## config.mk

```make
export PLATFORM = sky130hd
export DESIGN_NAME = ft8_contact_sequencer_core_flat
export DESIGN_NICKNAME = d
export VERILOG_FILES = /design/src/hdl/ft8cs_pkg.sv /design/src/hdl/ft8cs_if.sv /design/src/hdl/ft8cs_step.sv /design/src/hdl/ft8cs_contact_sequencer_core.sv /design/src/flat_wrapper.sv
export SDC_FILE = /design/constraint.sdc
export NUM_CORES = 1
export LEC_CHECK = 0
export BUFFER_PORTS_ARGS = -buffer_cell sky130_fd_sc_hd__buf_2
export CAP_MARGIN = 15
export CORE_MARGIN = 2
export CORE_UTILIZATION = 45
export CTS_BUF_LIST = sky130_fd_sc_hd__clkbuf_8 sky130_fd_sc_hd__clkbuf_16
export DETAILED_ROUTE_END_ITERATION = 16
export SKIP_LAST_GASP = 1
export SLEW_MARGIN = 30
export SYNTH_ARGS = -nofsm -noshare
export SYNTH_HDL_FRONTEND = slang
export SYNTH_SLANG_ARGS = --single-unit
```

## constraint.sdc

```tcl
create_clock -name clk -period 3.3 [get_ports clk]
set_input_delay 0.495 -clock clk [delete_from_list [all_inputs] [get_ports clk]]
set_output_delay 0.495 -clock clk [all_outputs]
set_load 0.02 [all_outputs]
```

## src/hdl/ft8cs_pkg.sv

```systemverilog
// ----------------------------------------------------------------------------
// ft8cs_pkg
// Types and constants shared by the FT8 contact sequencer files.
// ----------------------------------------------------------------------------
package ft8cs_pkg;

  localparam int unsigned STAMP_WIDTH = 32;

  typedef enum logic [1:0] {
    ACT_TICK  = 2'd0,
    ACT_MSG   = 2'd1,
    ACT_CQ    = 2'd2,
    ACT_CLICK = 2'd3
  } action_t;

  typedef enum logic [2:0] {
    RX_CQ    = 3'd0,
    RX_LOC   = 3'd1,
    RX_RSL   = 3'd2,
    RX_RRSL  = 3'd3,
    RX_73    = 3'd4,
    RX_RR73  = 3'd5,
    RX_RRR   = 3'd6,
    RX_OTHER = 3'd7
  } rx_kind_t;

  typedef enum logic [2:0] {
    TX_CQ   = 3'd0,
    TX_LOC  = 3'd1,
    TX_RSL  = 3'd2,
    TX_RRSL = 3'd3,
    TX_RRR  = 3'd4,
    TX_73   = 3'd5
  } tx_kind_t;

  typedef enum logic [4:0] {
    ST_IDLE         = 5'd0,
    ST_CQ_PENDING   = 5'd1,
    ST_XMIT_CQ      = 5'd2,
    ST_LISTEN_LOC   = 5'd3,
    ST_RSL_PENDING  = 5'd4,
    ST_XMIT_RSL     = 5'd5,
    ST_LISTEN_RRSL  = 5'd6,
    ST_RRR_PENDING  = 5'd7,
    ST_XMIT_RRR     = 5'd8,
    ST_LISTEN_73    = 5'd9,
    ST_LOC_PENDING  = 5'd10,
    ST_XMIT_LOC     = 5'd11,
    ST_LISTEN_RSL   = 5'd12,
    ST_RRSL_PENDING = 5'd13,
    ST_XMIT_RRSL    = 5'd14,
    ST_LISTEN_RRR   = 5'd15,
    ST_M73_PENDING  = 5'd16,
    ST_XMIT_73      = 5'd17
  } seq_state_t;

  // one event as taken from the input channel
  typedef struct packed {
    action_t    action;
    logic [2:0] msg_kind;
    logic       for_us;
    logic       text_has_rr73;
    logic       click_valid;
    logic       click_slot_odd;
  } evt_t;

  // per-event strobes from the sequencer step logic
  typedef struct packed {
    logic       arm_transmit;
    logic       prepare_valid;
    tx_kind_t   prepared_kind;
    logic       disarm_and_clear;
    logic       qso_start;
    logic       save_locator;
    logic       save_my_report;
    logic       load_remote_info;
  } step_flags_t;

endpackage

```

## src/hdl/ft8cs_if.sv

```systemverilog
// ----------------------------------------------------------------------------
// ft8cs_in_if / ft8cs_out_if
// Valid/ready channels carrying sequencer events and sequencer results.
// ----------------------------------------------------------------------------
interface ft8cs_in_if;
  logic       valid;
  logic       ready;
  logic [1:0] action;
  logic [2:0] msg_kind;
  logic       for_us;
  logic       text_has_rr73;
  logic       click_valid;
  logic       click_slot_odd;

  modport source (
    output valid, action, msg_kind, for_us, text_has_rr73, click_valid, click_slot_odd,
    input  ready
  );
  modport sink (
    input  valid, action, msg_kind, for_us, text_has_rr73, click_valid, click_slot_odd,
    output ready
  );
endinterface

interface ft8cs_out_if;
  logic        valid;
  logic        ready;
  logic [4:0]  state_now;
  logic        arm_transmit;
  logic        prepare_valid;
  logic [2:0]  prepared_kind;
  logic        disarm_and_clear;
  logic        qso_start;
  logic        qso_slot_odd;
  logic        save_locator;
  logic        save_my_report;
  logic        load_remote_info;
  logic [31:0] slot_stamp;

  modport source (
    output valid, state_now, arm_transmit, prepare_valid, prepared_kind,
           disarm_and_clear, qso_start, qso_slot_odd, save_locator,
           save_my_report, load_remote_info, slot_stamp,
    input  ready
  );
  modport sink (
    input  valid, state_now, arm_transmit, prepare_valid, prepared_kind,
           disarm_and_clear, qso_start, qso_slot_odd, save_locator,
           save_my_report, load_remote_info, slot_stamp,
    output ready
  );
endinterface

```

## src/hdl/ft8cs_step.sv

```systemverilog
// ----------------------------------------------------------------------------
// ft8cs_step
// Next-state and strobe logic of the contact sequencer for one event.
// ----------------------------------------------------------------------------
module ft8cs_step (
  input  ft8cs_pkg::seq_state_t  state_i,
  input  logic                   parity_i,
  input  logic                   cnt_odd_i,
  input  ft8cs_pkg::evt_t        evt_i,
  output ft8cs_pkg::seq_state_t  state_o,
  output logic                   parity_o,
  output ft8cs_pkg::step_flags_t flags_o
);
  import ft8cs_pkg::*;

  logic [2:0] kind;
  logic       cq_side;
  logic       fin_listen;
  logic       arm_ok;

  always_comb begin
    // locator carrying rr73 in its text counts as rr73
    kind       = (evt_i.msg_kind == RX_LOC && evt_i.text_has_rr73) ? RX_RR73 : evt_i.msg_kind;
    cq_side    = (state_i == ST_CQ_PENDING) || (state_i == ST_XMIT_CQ) ||
                 (state_i == ST_LISTEN_LOC);
    fin_listen = (state_i == ST_LISTEN_73) || (state_i == ST_LISTEN_RRR);
    arm_ok     = (parity_i == cnt_odd_i);
  end

  always_comb begin
    state_o  = state_i;
    parity_o = parity_i;
    flags_o  = '0;
    unique case (evt_i.action)
      ACT_TICK: begin
        unique case (state_i)
          ST_CQ_PENDING, ST_LISTEN_LOC: begin
            flags_o.arm_transmit = 1'b1;
            state_o              = ST_XMIT_CQ;
          end
          ST_XMIT_CQ:     state_o = ST_LISTEN_LOC;
          ST_RSL_PENDING, ST_LISTEN_RRSL: begin
            if (arm_ok) begin
              flags_o.arm_transmit = 1'b1;
              state_o              = ST_XMIT_RSL;
            end
          end
          ST_XMIT_RSL:    state_o = ST_LISTEN_RRSL;
          ST_RRR_PENDING: begin
            if (arm_ok) begin
              flags_o.arm_transmit = 1'b1;
              state_o              = ST_XMIT_RRR;
            end
          end
          ST_XMIT_RRR:    state_o = ST_LISTEN_73;
          ST_LISTEN_73:   state_o = ST_IDLE;
          ST_LOC_PENDING: begin
            if (arm_ok) begin
              flags_o.arm_transmit = 1'b1;
              state_o              = ST_XMIT_LOC;
            end
          end
          ST_XMIT_LOC:    state_o = ST_LISTEN_RSL;
          ST_RRSL_PENDING: begin
            if (arm_ok) begin
              flags_o.arm_transmit = 1'b1;
              state_o              = ST_XMIT_RRSL;
            end
          end
          ST_XMIT_RRSL:   state_o = ST_LISTEN_RRR;
          ST_M73_PENDING: begin
            if (arm_ok) begin
              flags_o.arm_transmit = 1'b1;
              state_o              = ST_XMIT_73;
            end
          end
          ST_XMIT_73:     state_o = ST_IDLE;
          default: ;
        endcase
      end

      ACT_MSG: begin
        if (evt_i.for_us) begin
          unique case (kind)
            RX_LOC: begin
              if (state_i == ST_CQ_PENDING || state_i == ST_LISTEN_LOC) begin
                flags_o.qso_start        = 1'b1;
                flags_o.save_locator     = 1'b1;
                flags_o.load_remote_info = 1'b1;
                flags_o.prepare_valid    = 1'b1;
                flags_o.prepared_kind    = TX_RSL;
                parity_o                 = cnt_odd_i;
                state_o                  = ST_RSL_PENDING;
              end
            end
            RX_RSL, RX_RRSL: begin
              priority if (state_i == ST_LISTEN_RRSL) begin
                flags_o.save_my_report   = 1'b1;
                flags_o.load_remote_info = 1'b1;
                flags_o.prepare_valid    = 1'b1;
                flags_o.prepared_kind    = TX_RRR;
                state_o                  = ST_RRR_PENDING;
              end else if (state_i == ST_LISTEN_RSL) begin
                flags_o.save_my_report   = 1'b1;
                flags_o.load_remote_info = 1'b1;
                flags_o.prepare_valid    = 1'b1;
                flags_o.prepared_kind    = TX_RRSL;
                state_o                  = ST_RRSL_PENDING;
              end else if (state_i == ST_LISTEN_LOC) begin
                flags_o.qso_start        = 1'b1;
                flags_o.save_my_report   = 1'b1;
                flags_o.load_remote_info = 1'b1;
                flags_o.prepare_valid    = 1'b1;
                flags_o.prepared_kind    = TX_RSL;
                parity_o                 = cnt_odd_i;
                state_o                  = ST_RSL_PENDING;
              end
            end
            RX_73: begin
              priority if (fin_listen) begin
                state_o = ST_IDLE;
              end else if (!cq_side) begin
                flags_o.disarm_and_clear = 1'b1;
                state_o                  = ST_IDLE;
              end
            end
            RX_RR73, RX_RRR: begin
              priority if (fin_listen) begin
                flags_o.load_remote_info = 1'b1;
                flags_o.prepare_valid    = 1'b1;
                flags_o.prepared_kind    = TX_73;
                state_o                  = ST_M73_PENDING;
              end else if (!cq_side) begin
                flags_o.disarm_and_clear = 1'b1;
                state_o                  = ST_IDLE;
              end
            end
            default: ;
          endcase
        end
      end

      ACT_CQ: begin
        priority if (state_i == ST_IDLE || state_i == ST_LOC_PENDING) begin
          flags_o.prepare_valid = 1'b1;
          flags_o.prepared_kind = TX_CQ;
          state_o               = ST_CQ_PENDING;
        end else if (cq_side) begin
          flags_o.disarm_and_clear = 1'b1;
          state_o                  = ST_IDLE;
        end
      end

      ACT_CLICK: begin
        if (evt_i.click_valid && (state_i == ST_IDLE || state_i == ST_CQ_PENDING)) begin
          flags_o.qso_start        = 1'b1;
          flags_o.save_locator     = 1'b1;
          flags_o.load_remote_info = 1'b1;
          flags_o.prepare_valid    = 1'b1;
          flags_o.prepared_kind    = TX_LOC;
          parity_o                 = evt_i.click_slot_odd;
          state_o                  = ST_LOC_PENDING;
        end
      end

      default: ;
    endcase
  end

endmodule

```

## src/hdl/ft8cs_contact_sequencer_core.sv

```systemverilog
// ----------------------------------------------------------------------------
// ft8_contact_sequencer_core
// FT8 contact sequencer: state, timeslot counter and remote slot parity.
// ----------------------------------------------------------------------------
// out_ch is driven from the result register, loaded from the event register
// throughput: one event per cycle unless out_ch stalls, set by the
//   single-pass step logic between the event register and the result register
// reset (rst_n low, synchronous): state idle, slot counter zero, parity zero,
//   both pipeline registers empty
module ft8_contact_sequencer_core #(
  parameter int unsigned SLOT_COUNT_WIDTH = 32
) (
  input  logic         clk,
  input  logic         rst_n,
  ft8cs_in_if.sink     in_ch,
  ft8cs_out_if.source  out_ch
);
  import ft8cs_pkg::*;

  logic                        evt_v_r;
  evt_t                        evt_r;
  logic                        res_v_r;

  seq_state_t                  state_r;
  logic [SLOT_COUNT_WIDTH-1:0] cnt_r;
  logic                        parity_r;

  seq_state_t                  state_nxt;
  logic                        parity_nxt;
  step_flags_t                 flags;
  logic [SLOT_COUNT_WIDTH-1:0] cnt_nxt;
  logic [63:0]                 cnt_ext;

  step_flags_t                 flags_r;
  seq_state_t                  res_state_r;
  logic                        res_parity_r;
  logic [STAMP_WIDTH-1:0]      stamp_r;

  logic                        out_free;
  logic                        advance;
  logic                        take;

  assign out_free    = !res_v_r || out_ch.ready;
  assign advance     = evt_v_r && out_free;
  assign in_ch.ready = !evt_v_r || out_free;
  assign take        = in_ch.valid && in_ch.ready;

  ft8cs_step u_step (
    .state_i   (state_r),
    .parity_i  (parity_r),
    .cnt_odd_i (cnt_r[0]),
    .evt_i     (evt_r),
    .state_o   (state_nxt),
    .parity_o  (parity_nxt),
    .flags_o   (flags)
  );

  always_comb begin
    cnt_nxt = (evt_r.action == ACT_TICK) ? cnt_r + 1'b1 : cnt_r;
    cnt_ext = 64'(cnt_r);
  end

  // control state
  always_ff @(posedge clk) begin
    if (!rst_n) begin
      evt_v_r  <= 1'b0;
      res_v_r  <= 1'b0;
      state_r  <= ST_IDLE;
      cnt_r    <= '0;
      parity_r <= 1'b0;
    end else begin
      if (take) begin
        evt_v_r <= 1'b1;
      end else if (advance) begin
        evt_v_r <= 1'b0;
      end
      if (advance) begin
        res_v_r  <= 1'b1;
        state_r  <= state_nxt;
        cnt_r    <= cnt_nxt;
        parity_r <= parity_nxt;
      end else if (out_ch.ready) begin
        res_v_r <= 1'b0;
      end
    end
  end

  // payload registers
  always_ff @(posedge clk) begin
    if (take) begin
      evt_r.action         <= action_t'(in_ch.action);
      evt_r.msg_kind       <= in_ch.msg_kind;
      evt_r.for_us         <= in_ch.for_us;
      evt_r.text_has_rr73  <= in_ch.text_has_rr73;
      evt_r.click_valid    <= in_ch.click_valid;
      evt_r.click_slot_odd <= in_ch.click_slot_odd;
    end
    if (advance) begin
      flags_r      <= flags;
      res_state_r  <= state_nxt;
      res_parity_r <= parity_nxt;
      stamp_r      <= cnt_ext[STAMP_WIDTH-1:0];
    end
  end

  assign out_ch.valid            = res_v_r;
  assign out_ch.state_now        = res_state_r;
  assign out_ch.arm_transmit     = flags_r.arm_transmit;
  assign out_ch.prepare_valid    = flags_r.prepare_valid;
  assign out_ch.prepared_kind    = flags_r.prepared_kind;
  assign out_ch.disarm_and_clear = flags_r.disarm_and_clear;
  assign out_ch.qso_start        = flags_r.qso_start;
  assign out_ch.qso_slot_odd     = res_parity_r;
  assign out_ch.save_locator     = flags_r.save_locator;
  assign out_ch.save_my_report   = flags_r.save_my_report;
  assign out_ch.load_remote_info = flags_r.load_remote_info;
  assign out_ch.slot_stamp       = stamp_r;

endmodule

```

## src/flat_wrapper.sv

```systemverilog
// flat-port wrapper written by rule: the top's interface ports become plain ports
module ft8_contact_sequencer_core_flat import ft8cs_pkg::*;
#(
  parameter int unsigned SLOT_COUNT_WIDTH = 32
)
  (clk, rst_n, in_ch_valid, in_ch_action, in_ch_msg_kind, in_ch_for_us, in_ch_text_has_rr73, in_ch_click_valid, in_ch_click_slot_odd, in_ch_ready, out_ch_valid, out_ch_state_now, out_ch_arm_transmit, out_ch_prepare_valid, out_ch_prepared_kind, out_ch_disarm_and_clear, out_ch_qso_start, out_ch_qso_slot_odd, out_ch_save_locator, out_ch_save_my_report, out_ch_load_remote_info, out_ch_slot_stamp, out_ch_ready);
  ft8cs_in_if in_ch_i ();
  ft8cs_out_if out_ch_i ();
  input  logic clk;
  input  logic rst_n;
  input wire logic [$bits(in_ch_i.valid)-1:0] in_ch_valid;
  input wire logic [$bits(in_ch_i.action)-1:0] in_ch_action;
  input wire logic [$bits(in_ch_i.msg_kind)-1:0] in_ch_msg_kind;
  input wire logic [$bits(in_ch_i.for_us)-1:0] in_ch_for_us;
  input wire logic [$bits(in_ch_i.text_has_rr73)-1:0] in_ch_text_has_rr73;
  input wire logic [$bits(in_ch_i.click_valid)-1:0] in_ch_click_valid;
  input wire logic [$bits(in_ch_i.click_slot_odd)-1:0] in_ch_click_slot_odd;
  output wire logic [$bits(in_ch_i.ready)-1:0] in_ch_ready;
  output wire logic [$bits(out_ch_i.valid)-1:0] out_ch_valid;
  output wire logic [$bits(out_ch_i.state_now)-1:0] out_ch_state_now;
  output wire logic [$bits(out_ch_i.arm_transmit)-1:0] out_ch_arm_transmit;
  output wire logic [$bits(out_ch_i.prepare_valid)-1:0] out_ch_prepare_valid;
  output wire logic [$bits(out_ch_i.prepared_kind)-1:0] out_ch_prepared_kind;
  output wire logic [$bits(out_ch_i.disarm_and_clear)-1:0] out_ch_disarm_and_clear;
  output wire logic [$bits(out_ch_i.qso_start)-1:0] out_ch_qso_start;
  output wire logic [$bits(out_ch_i.qso_slot_odd)-1:0] out_ch_qso_slot_odd;
  output wire logic [$bits(out_ch_i.save_locator)-1:0] out_ch_save_locator;
  output wire logic [$bits(out_ch_i.save_my_report)-1:0] out_ch_save_my_report;
  output wire logic [$bits(out_ch_i.load_remote_info)-1:0] out_ch_load_remote_info;
  output wire logic [$bits(out_ch_i.slot_stamp)-1:0] out_ch_slot_stamp;
  input wire logic [$bits(out_ch_i.ready)-1:0] out_ch_ready;
  assign in_ch_i.valid = in_ch_valid;
  assign in_ch_i.action = in_ch_action;
  assign in_ch_i.msg_kind = in_ch_msg_kind;
  assign in_ch_i.for_us = in_ch_for_us;
  assign in_ch_i.text_has_rr73 = in_ch_text_has_rr73;
  assign in_ch_i.click_valid = in_ch_click_valid;
  assign in_ch_i.click_slot_odd = in_ch_click_slot_odd;
  assign in_ch_ready = in_ch_i.ready;
  assign out_ch_valid = out_ch_i.valid;
  assign out_ch_state_now = out_ch_i.state_now;
  assign out_ch_arm_transmit = out_ch_i.arm_transmit;
  assign out_ch_prepare_valid = out_ch_i.prepare_valid;
  assign out_ch_prepared_kind = out_ch_i.prepared_kind;
  assign out_ch_disarm_and_clear = out_ch_i.disarm_and_clear;
  assign out_ch_qso_start = out_ch_i.qso_start;
  assign out_ch_qso_slot_odd = out_ch_i.qso_slot_odd;
  assign out_ch_save_locator = out_ch_i.save_locator;
  assign out_ch_save_my_report = out_ch_i.save_my_report;
  assign out_ch_load_remote_info = out_ch_i.load_remote_info;
  assign out_ch_slot_stamp = out_ch_i.slot_stamp;
  assign out_ch_i.ready = out_ch_ready;
  ft8_contact_sequencer_core #(.SLOT_COUNT_WIDTH(SLOT_COUNT_WIDTH)) u_core (.clk(clk), .rst_n(rst_n), .in_ch(in_ch_i), .out_ch(out_ch_i));
endmodule
```

==> impl_metrics.csv, run 1 <==
group,metric,value,unit
synth,avgSynthCellArea,10.7,um^2
place,gp_congestion,0.959,
clock_network,htree_levels,3,
sta,period_minus_slack,2.61,ns
worst_setup_path,reg2reg_slack,0.69,ns
sta,drv_slew,0,
min_path,hold_depth,1,
synth,yosysUniqueCellTypes,72,
place,dpl.cell_count,610,
worst_setup_path,r2r_end,"u_core.out_ch.state_now[2]",
finish,multi_input_area,1900,um^2
sta,hold_violations,0,
clock_network,cts_buffers,9,
floorplanning,die_h,105,um
sta,setup_violations,0,
route,ant_nets,0,
route,drt-initial-drc-count,191,
sta,rsz0062_at_grt,"no",
sta,period_share,0.792,
synth,ys_top_cells_by_count,"edfxtp_1, dfxtp_1, nor2_1",
sta,finalClockSkew,0.0142,ns
sta,fin_hold_ws,0.317,ns
route,drt_wl_total,10.3,mm
worst_setup_path,r2r_start,"u_core.state_r[1]",
power,leakagePower,1.85,nW
worst_setup_path,cp.required,3.40,ns
global_routing,grt_pass1_vias,3317,
floorplanning,io_pins,63,
synth,ys_ff_latch,97,
finish,n_antenna_cell,0,
global_routing,grt.overflow.total,0,
worst_setup_path,critPathCaptureType,"flip-flop",
sta,tns,0,ns
worst_setup_path,r2r_cells,5,
clock_network,clock_tree.root_cell,"clkbuf_8",
finish,syn_to_final_growth,13.4,%
finish,fin_nets,506,
route,viasPerCell,5.72,
power,peakVddDrop,0.245,mV
min_path,hold_end,"u_core.evt_r[0]",
synth,synth_top_area_cell,"edfxtp_1",
min_path,hp-start,"in_ch_click_slot_odd",
clock_network,holdBufCountCts,0,
clock_network,clock_latency,0.36,ns
finish,drive_above_1_share,0.197,
worst_setup_path,crit_arrival,2.71,ns
route,vias,3582,
finish,fin_cells,626,
finish,regArea,2510,um^2
floorplanning,num_rows,36,
clock_network,cts_tree,"done",
finish,fillers,918,
synth,async_reset_ff_frac,0,
clock_network,clk_path_buf_depth,2,
synth,syn_inst,429,
synth,ys_dominant_reg_cell,"edfxtp_1",
sta,max_freq,383,MHz
synth,synth_top_area_share,0.373,
global_routing,grt_max_degree,32,
power,power_density,449,nW/um^2
route,first_pass_iters,5,
place,port-buffer-count,62,
synth,syn-cell-area,4580,um^2
floorplanning,core,9820,um^2
floorplanning,die_x,105,um
route,drc,0,
global_routing,grt_pass1_wl,17.0,mm
clock_network,post_cts_buffers,0,
run,drv_cap,0,
floorplanning,start_util,0.467,
clock_network,clk_pin_slew,0.09,ns
synth,yosysMostFrequentCell,"edfxtp_1",
worst_setup_path,critPathLaunchType,"flip-flop",
status,status,"finished clean",
synth,synth-edff-count,57,
place,hpwl,7.34,mm
synth,yosysSeqAreaShare,0.548,
global_routing,track_usage,0.190,
clock_network,post_cts_resized,0,
synth,synth.area.top_cells,"edfxtp_1, dfxtp_1, nor2_1",
worst_setup_path,cp_max_fo,23,
route,wire_per_inst,16.5,um
sta,tightest_slew,0.842,ns
clock_network,clock_sinks,97,
global_routing,antenna_found_initial,0,
floorplanning,die_area,11000,um^2
min_path,hp-class,"input port to flip-flop",
synth,yosys_warnings,0,
synth,syn_nets,447,
sta,timing.slew.headroom,0.438,
worst_setup_path,crit_type,"flip-flop to flip-flop",
[state kept, by name, summed over array words and instances, names as in the netlist]
name                            count
u_core.cnt_r                       32
u_core.evt_r                        9
u_core.evt_v_r                      1
u_core.out_ch.arm_transmit          1
u_core.out_ch.disarm_and_clear      1
u_core.out_ch.load_remote_info      1
u_core.out_ch.prepare_valid         1
u_core.out_ch.prepared_kind         3
u_core.out_ch.qso_slot_odd          1
u_core.out_ch.qso_start             1
u_core.out_ch.save_locator          1
u_core.out_ch.save_my_report        1
u_core.out_ch.slot_stamp           32
u_core.out_ch.state_now             5
u_core.out_ch.valid                 1
u_core.parity_r                     1
u_core.state_r                      5
[critical path: stages (launching register included)]
cell       delay (ns)
dfxtp_1          0.87
nor2b_1          0.39
o21ai_0          0.15
a221o_1          0.39
a2111oi_2        0.48
nor2_1           0.08
[metal layers]
layer / global-route usage / wire, um
met5: 0 / 0
met3: 0.0324 / 547
met4: 0.0476 / 139
met1: 0.287 / 5190
met2: 0.283 / 4430
[kinds of logic (layout without fill, tap and decap cells)]
group / Yosys count / in the layout / share of synthesized area
buffers and inverters: 38 / 102 / 0.0371
AND/OR/NAND/NOR: 176 / 176 / 0.218
flip-flops: 97 / 97 / 0.548
AO/OA/AOI/OAI: 85 / 85 / 0.129
XOR/XNOR: 24 / 24 / 0.0459
multiplexers: 4 / 4 / 0.00873
adder cells (fa/ha/maj): 5 / 5 / 0.0136
[per-stage QoR]
| step | cell area (um^2) | setup slack, ns | utilization | power, mW |
|---|---|---|---|---|
| after global placement | 5010 | 0.898 | 0.510 | 1.61 |
| final | 5200 | 0.687 | 0.529 | 2.33 |
| after global routing | 5200 | 0.571 | 0.529 | 2.43 |
| after detailed placement | 5010 | 0.767 | 0.510 | 1.61 |
| after floorplan | 4580 | 0.693 | - | 1.53 |
| after CTS | 5200 | 0.742 | 0.529 | 2.36 |
[how the worst max path moves through the flow]
stage	startpoint	slack (ns)	cells after the start	endpoint
6_report	u_core.state_r[1]	0.69	5	u_core.out_ch.state_now[2]
2_1_floorplan	out_ch_ready	0.69	6	u_core.cnt_r[2]
4_1_cts	u_core.evt_r[7]	0.74	7	u_core.cnt_r[28]
3_5_place_dp	u_core.evt_r[7]	0.77	7	u_core.cnt_r[28]
3_3_place_gp	u_core.state_r[1]	0.90	5	u_core.out_ch.state_now[2]
5_1_grt	u_core.evt_r[7]	0.57	7	u_core.cnt_r[28]
[layout by cell type, fill, tap and decap left out, types with 3 or more instances in the layout]
cell	count
a21oi_1	20
and2_1	4
mux2i_1	4
o21ai_0	16
xor2_1	12
and3_1	6
nor3_1	11
inv_6	4
clkbuf_8	10
nand4_1	12
nand2b_1	11
xnor2_1	12
o31ai_1	7
nand2_1	30
nand3b_1	4
nand4bb_1	3
nor2_1	36
nor4b_1	3
ha_1	5
nand3_1	16
or4_1	3
dfxtp_1	40
nor4_1	8
buf_2	62
inv_1	15
nor2b_1	7
and4_1	3
edfxtp_1	57
a31oi_1	7
buf_4	7
or3_1	5
[final cells by class]
type / instances / area share
clock buffers: 10 / 0.0265
clock inverters: 6 / 0.0103
inverters: 17 / 0.0123
multi-input cells: 294 / 0.366
flip-flops and latches: 97 / 0.483
well taps: 133 / 0.0320
repair buffers: 69 / 0.0698
[where the power goes]
| part | switching, mW | total [mW] | internal [mW] |
|---|---|---|---|
| clock network | 0.439 | 0.751 | 0.311 |
| registers | 0.0296 | 1.35 | 1.32 |
| logic | 0.153 | 0.230 | 0.0768 |
Note: power is estimated with default switching activity, not from simulation.
==> run 2, diff against run 1 <==
--- a/config.mk
+++ b/config.mk
@@ -11,6 +11,7 @@
 export CORE_UTILIZATION = 45
 export CTS_BUF_LIST = sky130_fd_sc_hd__clkbuf_8 sky130_fd_sc_hd__clkbuf_16
 export DETAILED_ROUTE_END_ITERATION = 16
+export PLACE_DENSITY = 0.67
 export SKIP_LAST_GASP = 1
 export SLEW_MARGIN = 30
 export SYNTH_ARGS = -nofsm -noshare
==> constraint.sdc (replaced) <==
create_clock -name clk -period 2.3 [get_ports clk]
set_input_delay 0.345 -clock clk [delete_from_list [all_inputs] [get_ports clk]]
set_output_delay 0.345 -clock clk [all_outputs]
set_load 0.02 [all_outputs]
==> run 2 against run 1 <==
Compared with the run above: cell area is 4.3% higher; critical endpoint is now u_core.out_ch.state_now[0]; maximum frequency is 21% higher; cell count is 4.3% higher; critical path type unchanged; flip-flop and latch count stayed put.
==> impl_metrics.csv, run 2 (synthesized netlist as in run 1, its figures left out) <==
group,metric,value,unit
clock_network,clk_path_buf_depth,2,
worst_setup_path,critPathLaunchType,"flip-flop",
sta,hold_violations,0,
finish,n_antenna_cell,0,
sta,max_freq,461,MHz
route,viasPerCell,5.72,
clock_network,clock_sinks,97,
min_path,hp-class,"input port to flip-flop",
route,vias,3736,
global_routing,grt_pass1_vias,3654,
global_routing,grt.overflow.total,0,
worst_setup_path,critPathCaptureType,"flip-flop",
place,gp_congestion,0.887,
place,hpwl,8.10,mm
sta,setup_violations,0,
worst_setup_path,r2r_cells,5,
worst_setup_path,worstSetupEndpoint,"u_core.out_ch.state_now[0]",
global_routing,use_met1,0.273,
clock_network,cts_tree,"done",
clock_network,clock_tree.root_cell,"clkbuf_8",
finish,drive_above_1_share,0.244,
worst_setup_path,crit_type,"flip-flop to flip-flop",
global_routing,track_usage,0.206,
finish,fin_cells,653,
finish,fillers,909,
worst_setup_path,cp.required,2.42,ns
worst_setup_path,cp_max_fo,12,
run,drv_cap,0,
route,drc,0,
sta,timing.slew.headroom,0.579,
clock_network,clk_pin_slew,0.10,ns
floorplanning,die_area,11000,um^2
worst_setup_path,r2r_start,"u_core.state_r[4]",
clock_network,post_cts_buffers,0,
finish,layout.cells.most_common_list,"buf_2, edfxtp_1, dfxtp_1",
clock_network,htree_levels,3,
global_routing,grt_pass1_wl,18.2,mm
global_routing,antenna_found_initial,0,
place,dpl.cell_count,637,
sta,tns,0,ns
clock_network,clock_latency,0.37,ns
route,drt-initial-drc-count,266,
finish,fin_nets,533,
finish,layout.cells.most_common,"buf_2",
floorplanning,start_util,0.467,
sta,rsz0062_at_grt,"no",
floorplanning,io_pins,63,
worst_setup_path,r2r_end,"u_core.out_ch.state_now[0]",
finish,stdcell_area,5420,um^2
status,status,"finished clean",
floorplanning,num_rows,36,
floorplanning,die_x,105,um
global_routing,grt.met3_usage,0.0412,
sta,finalClockSkew,0.0143,ns
clock_network,post_cts_resized,0,
place,placement.cell_area,5220,um^2
finish,syn_to_final_growth,18.3,%
power,peakVddDrop,0.379,mV
sta,period_share,0.943,
global_routing,busiest_layer,"met2",
route,first_pass_iters,6,
power,power_density,623,nW/um^2
sta,period_minus_slack,2.17,ns
global_routing,met2_usage,0.340,
route,wire_per_inst,17.0,um
floorplanning,die_h,105,um
worst_setup_path,crit_arrival,2.29,ns
place,port-buffer-count,62,
floorplanning,core,9820,um^2
clock_network,cts_buffers,9,
sta,drv_slew,0,
route,ant_nets,0,
route,drt_wl_total,11.1,mm
worst_setup_path,reg2reg_slack,0.13,ns
power,leakagePower,1.99,nW
sta,tightest_slew,0.615,ns
clock_network,holdBufCountCts,0,
global_routing,grt_max_degree,31,
worst_setup_path,crit_start,"u_core.state_r[4]",
run 2: cell count changes in the layout (fill, tap and decap cells not counted), sizes merged:
cell      change
clkinv        +6
inv           -4
clkinvlp      -1
buf          +27
clkbuf        -1
run 2: area by class of cell:
class / count / area, um^2 / share of cell area
clock buffers: 9 / 124 / 0.0228
clock inverters: 7 / 66.3 / 0.0122
inverters: 17 / 65.1 / 0.0120
multi-input cells: 294 / 1910 / 0.352
flip-flops and latches: 97 / 2520 / 0.464
well taps: 133 / 166 / 0.0307
repair buffers: 96 / 578 / 0.107
run 2: critical path: stages, from the launching register on:
cell and delay (ns):
dfxtp_1 0.66, buf_4 0.26, nor2_1 0.07, a2111oi_0 0.58
o311a_1 0.29, nor3_1 0.06
run 2: routing by layer:
layer	vias to the layer above	share of wire
li1	1795	-
met5	-	0
met2	142	0.47
met4	0	0.018
met3	22	0.056
met1	1777	0.46
run 2: metrics by stage:
stage	total power, mW	setup slack, ns	hold slack [ns]	util
after floorplan	2.19	0.261	0.421	-
after global placement	2.34	0.0205	0.431	0.532
after detailed placement	2.34	0.0648	0.441	0.532
after CTS	3.39	0.0556	0.133	0.551
after global routing	3.50	0.0238	0.125	0.552
final	3.38	0.132	0.141	0.552
run 2: worst min path at each step:
stage,start,to,cells after the start
final,in_ch_msg_kind[0],u_core.evt_r[4],1
after global routing,in_ch_msg_kind[1],u_core.evt_r[5],1
after CTS,in_ch_msg_kind[0],u_core.evt_r[4],1
after detailed placement,u_core.cnt_r[31],u_core.out_ch.slot_stamp[31],0
after global placement,u_core.cnt_r[31],u_core.out_ch.slot_stamp[31],0
after floorplan,u_core.cnt_r[31],u_core.out_ch.slot_stamp[31],0
run 2: where the power goes:
| part | internal (mW) | switching, mW | leakage, nW | total [mW] |
|---|---|---|---|---|
| clock | 0.416 | 0.662 | 0.0961 | 1.08 |
| sequential | 1.90 | 0.0386 | 0.850 | 1.94 |
| combinational | 0.132 | 0.234 | 1.04 | 0.367 |
==> run 3, diff against run 2 <==
--- a/config.mk
+++ b/config.mk
@@ -16,4 +16,5 @@
 export SLEW_MARGIN = 30
 export SYNTH_ARGS = -nofsm -noshare
 export SYNTH_HDL_FRONTEND = slang
+export SYNTH_HIERARCHICAL = 1
 export SYNTH_SLANG_ARGS = --single-unit
==> run 3 against run 2 <==
Compared with the run above: core utilization shrank 2.1 points; flip-flop and latch count is the same; hold slack gained 0.0045 ns; sequential power is essentially flat; cell count grew 1.7%; clock power grew 7%; total power grew 0.54%; largest power group unchanged; sequential share of layout area is essentially flat; count of clock-buffer cells in the layout grew 1; first-iteration DRC count shrank 15%; die area grew 1.6%.
==> impl_metrics.csv, run 3 <==
group,metric,value,unit
status,status,"finished clean",
global_routing,grt.met3_usage,0.0390,
floorplanning,start_util,0.457,
sta,rsz0062_at_grt,"no",
power,peakVddDrop,0.345,mV
min_path,hold_end,"u_core/evt_r[7]",
global_routing,busiest_layer,"met2",
clock_network,post_cts_resized,0,
floorplanning,die_x,106,um
sta,tns,0,ns
min_path,hp-start,"in_ch_action[0]",
min_path,hold_depth,1,
worst_setup_path,crit_type,"flip-flop to flip-flop",
worst_setup_path,critPathCaptureType,"flip-flop",
synth,ys_ff_latch,97,
sta,timing.slew.headroom,0.640,
worst_setup_path,r2r_end,"u_core/state_r[3]",
worst_setup_path,r2r_start,"u_core/evt_r[6]",
clock_network,htree_levels,3,
synth,async_reset_ff_frac,0,
finish,utilization,0.531,
finish,syn_to_final_growth,16.2,%
sta,setup_violations,0,
clock_network,clk_path_buf_depth,2,
worst_setup_path,r2r_cells,6,
synth,synth_top_area_share,0.367,
clock_network,clock_sinks,97,
synth,syn_nets,473,
synth,syn_inst,455,
sta,drv_slew,0,
power,leakagePower,1.94,nW
sta,hold_violations,0,
place,hpwl,7.29,mm
global_routing,grt.overflow.total,0,
worst_setup_path,crit_arrival,2.43,ns
worst_setup_path,critPathLaunchType,"flip-flop",
synth,synth-edff-count,57,
worst_setup_path,cp.required,2.60,ns
floorplanning,die_h,106,um
global_routing,grt_pass1_wl,17.0,mm
place,pre_cts_slack,0.231,ns
worst_setup_path,cp_top_family,"simple AND/OR/NAND/NOR gates",
place,gp_congestion,0.864,
synth,yosysUniqueCellTypes,66,
sta,tightest_slew,0.539,ns
run,drv_cap,0,
sta,period_share,0.927,
route,drt-initial-drc-count,227,
floorplanning,num_rows,37,
global_routing,grt_max_degree,29,
route,wire_per_inst,15.6,um
min_path,hp-class,"input port to flip-flop",
worst_setup_path,cp_max_fo,10,
sta,period_minus_slack,2.13,ns
synth,syn-cell-area,4660,um^2
finish,layout.cells.most_common_list,"buf_2, edfxtp_1, nand2_1, dfxtp_1, a21oi_1",
finish,n_antenna_cell,0,
route,viasPerCell,5.67,
route,vias,3763,
clock_network,clock_latency,0.37,ns
clock_network,holdBufCountCts,0,
floorplanning,io_pins,63,
sta,postLayoutSetupSlackWorst,0.168,ns
worst_setup_path,worst-path-buf-inv,0,
route,first_pass_iters,5,
power,power_density,628,nW/um^2
finish,fin_nets,541,
synth,ys_top_cells_by_count,"edfxtp_1, dfxtp_1, nand2_1",
worst_setup_path,crit_slowest_cell,"or4b_4",
clock_network,cts_buffers,9,
synth,ys_dominant_reg_cell,"edfxtp_1",
route,drt_wl_total,10.4,mm
clock_network,cts_tree,"done",
sta,max_freq,469,MHz
place,port-buffer-count,62,
floorplanning,die_area,11200,um^2
route,drc,0,
worst_setup_path,slowest_delay,0.58,ns
synth,yosysSeqAreaShare,0.539,
clock_network,clk_pin_slew,0.10,ns
synth,yosysMostFrequentCell,"edfxtp_1",
synth,synth.area.top_cells,"edfxtp_1, dfxtp_1, a21oi_1",
synth,synth_top_area_cell,"edfxtp_1",
synth,yosys_warnings,6,
route,ant_nets,0,
clock_network,post_cts_buffers,0,
global_routing,grt_pass1_vias,3485,
sta,finalClockSkew,0.0139,ns
worst_setup_path,crit_chain,"or4b_4, or2_1, a31o_1, a41oi_2, nand3_1, a21oi_1",
clock_network,clock_tree.root_cell,"clkbuf_8",
global_routing,met2_usage,0.304,
global_routing,track_usage,0.190,
worst_setup_path,reg2reg_slack,0.17,ns
floorplanning,core,10200,um^2
global_routing,antenna_found_initial,0,
synth,avgSynthCellArea,10.2,um^2
global_routing,use_met1,0.260,
finish,layout.cells.most_common,"buf_2",
finish,drive_above_1_share,0.220,
==> run 3: cell types whose count changed after synthesis, moves of 6 or more <==
cell,delta
nor2_1,-13
o21ai_0,+7
a21oi_1,+17
xnor2_1,-9
clkbuf_1,+6
or4_1,+8
o31ai_1,+6
nand2_1,+10
==> run 3: per-stage QoR <==
stage	instance area [um^2]	hold WS, ns	instances	power [mW]
6_report	5410	0.146	664	3.40
3_5_place_dp	5200	0.447	648	2.27
4_1_cts	5410	0.128	664	3.43
2_1_floorplan	4660	0.406	455	2.16
3_3_place_gp	5200	0.430	648	2.27
5_1_grt	5410	0.128	664	3.52
==> run 3: where the power goes <==
group	switching (mW)	total [mW]	leakage [nW]	internal, mW
logic	0.204	0.312	0.984	0.107
clock network	0.667	1.16	0.110	0.495
registers	0.0324	1.92	0.847	1.89
total	0.904	3.40	1.94	2.50
==> run 3: kinds of logic (layout without fill, tap and decap cells) <==
group | after synthesis | after routing | share of synthesized area
and+or+nand+nor | 180 | 180 | 0.216
DFF | 97 | 97 | 0.539
muxes | 7 | 7 | 0.0150
AOI/OAI and AO/OA | 107 | 107 | 0.148
xor gates and xnor gates | 11 | 11 | 0.0207
adders and majority gates | 6 | 6 | 0.0156
buffers and inverters | 47 | 120 | 0.0451
==> run 3: routing by layer <==
metal / part of all wire / vias to the layer above
met5: 0 / -
met4: 0.016 / 0
met3: 0.059 / 15
met2: 0.45 / 115
met1: 0.47 / 1789
li1: - / 1844
==> run 3: how the worst max path moves through the flow <==
| stage | endpoint | slack, ns | cells past startpoint | from |
|---|---|---|---|---|
| 6_report | u_core/state_r[3] | 0.17 | 6 | u_core/evt_r[6] |
| 5_1_grt | u_core/state_r[3] | 0.04 | 7 | u_core/state_r[2] |
| 4_1_cts | u_core/state_r[3] | 0.18 | 6 | u_core/evt_r[5] |
| 3_5_place_dp | u_core/state_r[3] | 0.23 | 6 | u_core/evt_r[5] |
| 3_3_place_gp | u_core/out_ch.qso_slot_odd | 0.24 | 6 | u_core/state_r[0] |
| 2_1_floorplan | u_core/out_ch.arm_transmit | 0.18 | 4 | u_core/out_ch.valid |
==> run 3: worst reg2reg max path, delay by kind of cell, from the launching register on <==
| kind | cells | cell delay, ns |
|---|---|---|
| AO/OA/AOI/OAI | 3 | 0.59 |
| AND/OR/NAND/NOR | 3 | 0.96 |
| flip-flops | 1 | 0.51 |
==> run 3: final cells by class <==
cell class,instances,area (um^2)
clock inverter,6,62.6
multi-input combinational,311,1940
timing repair buffer,89,526
tap,136,170
clock buffer,10,149
inverter,15,56.3
fill,940,4770
sequential,97,2510
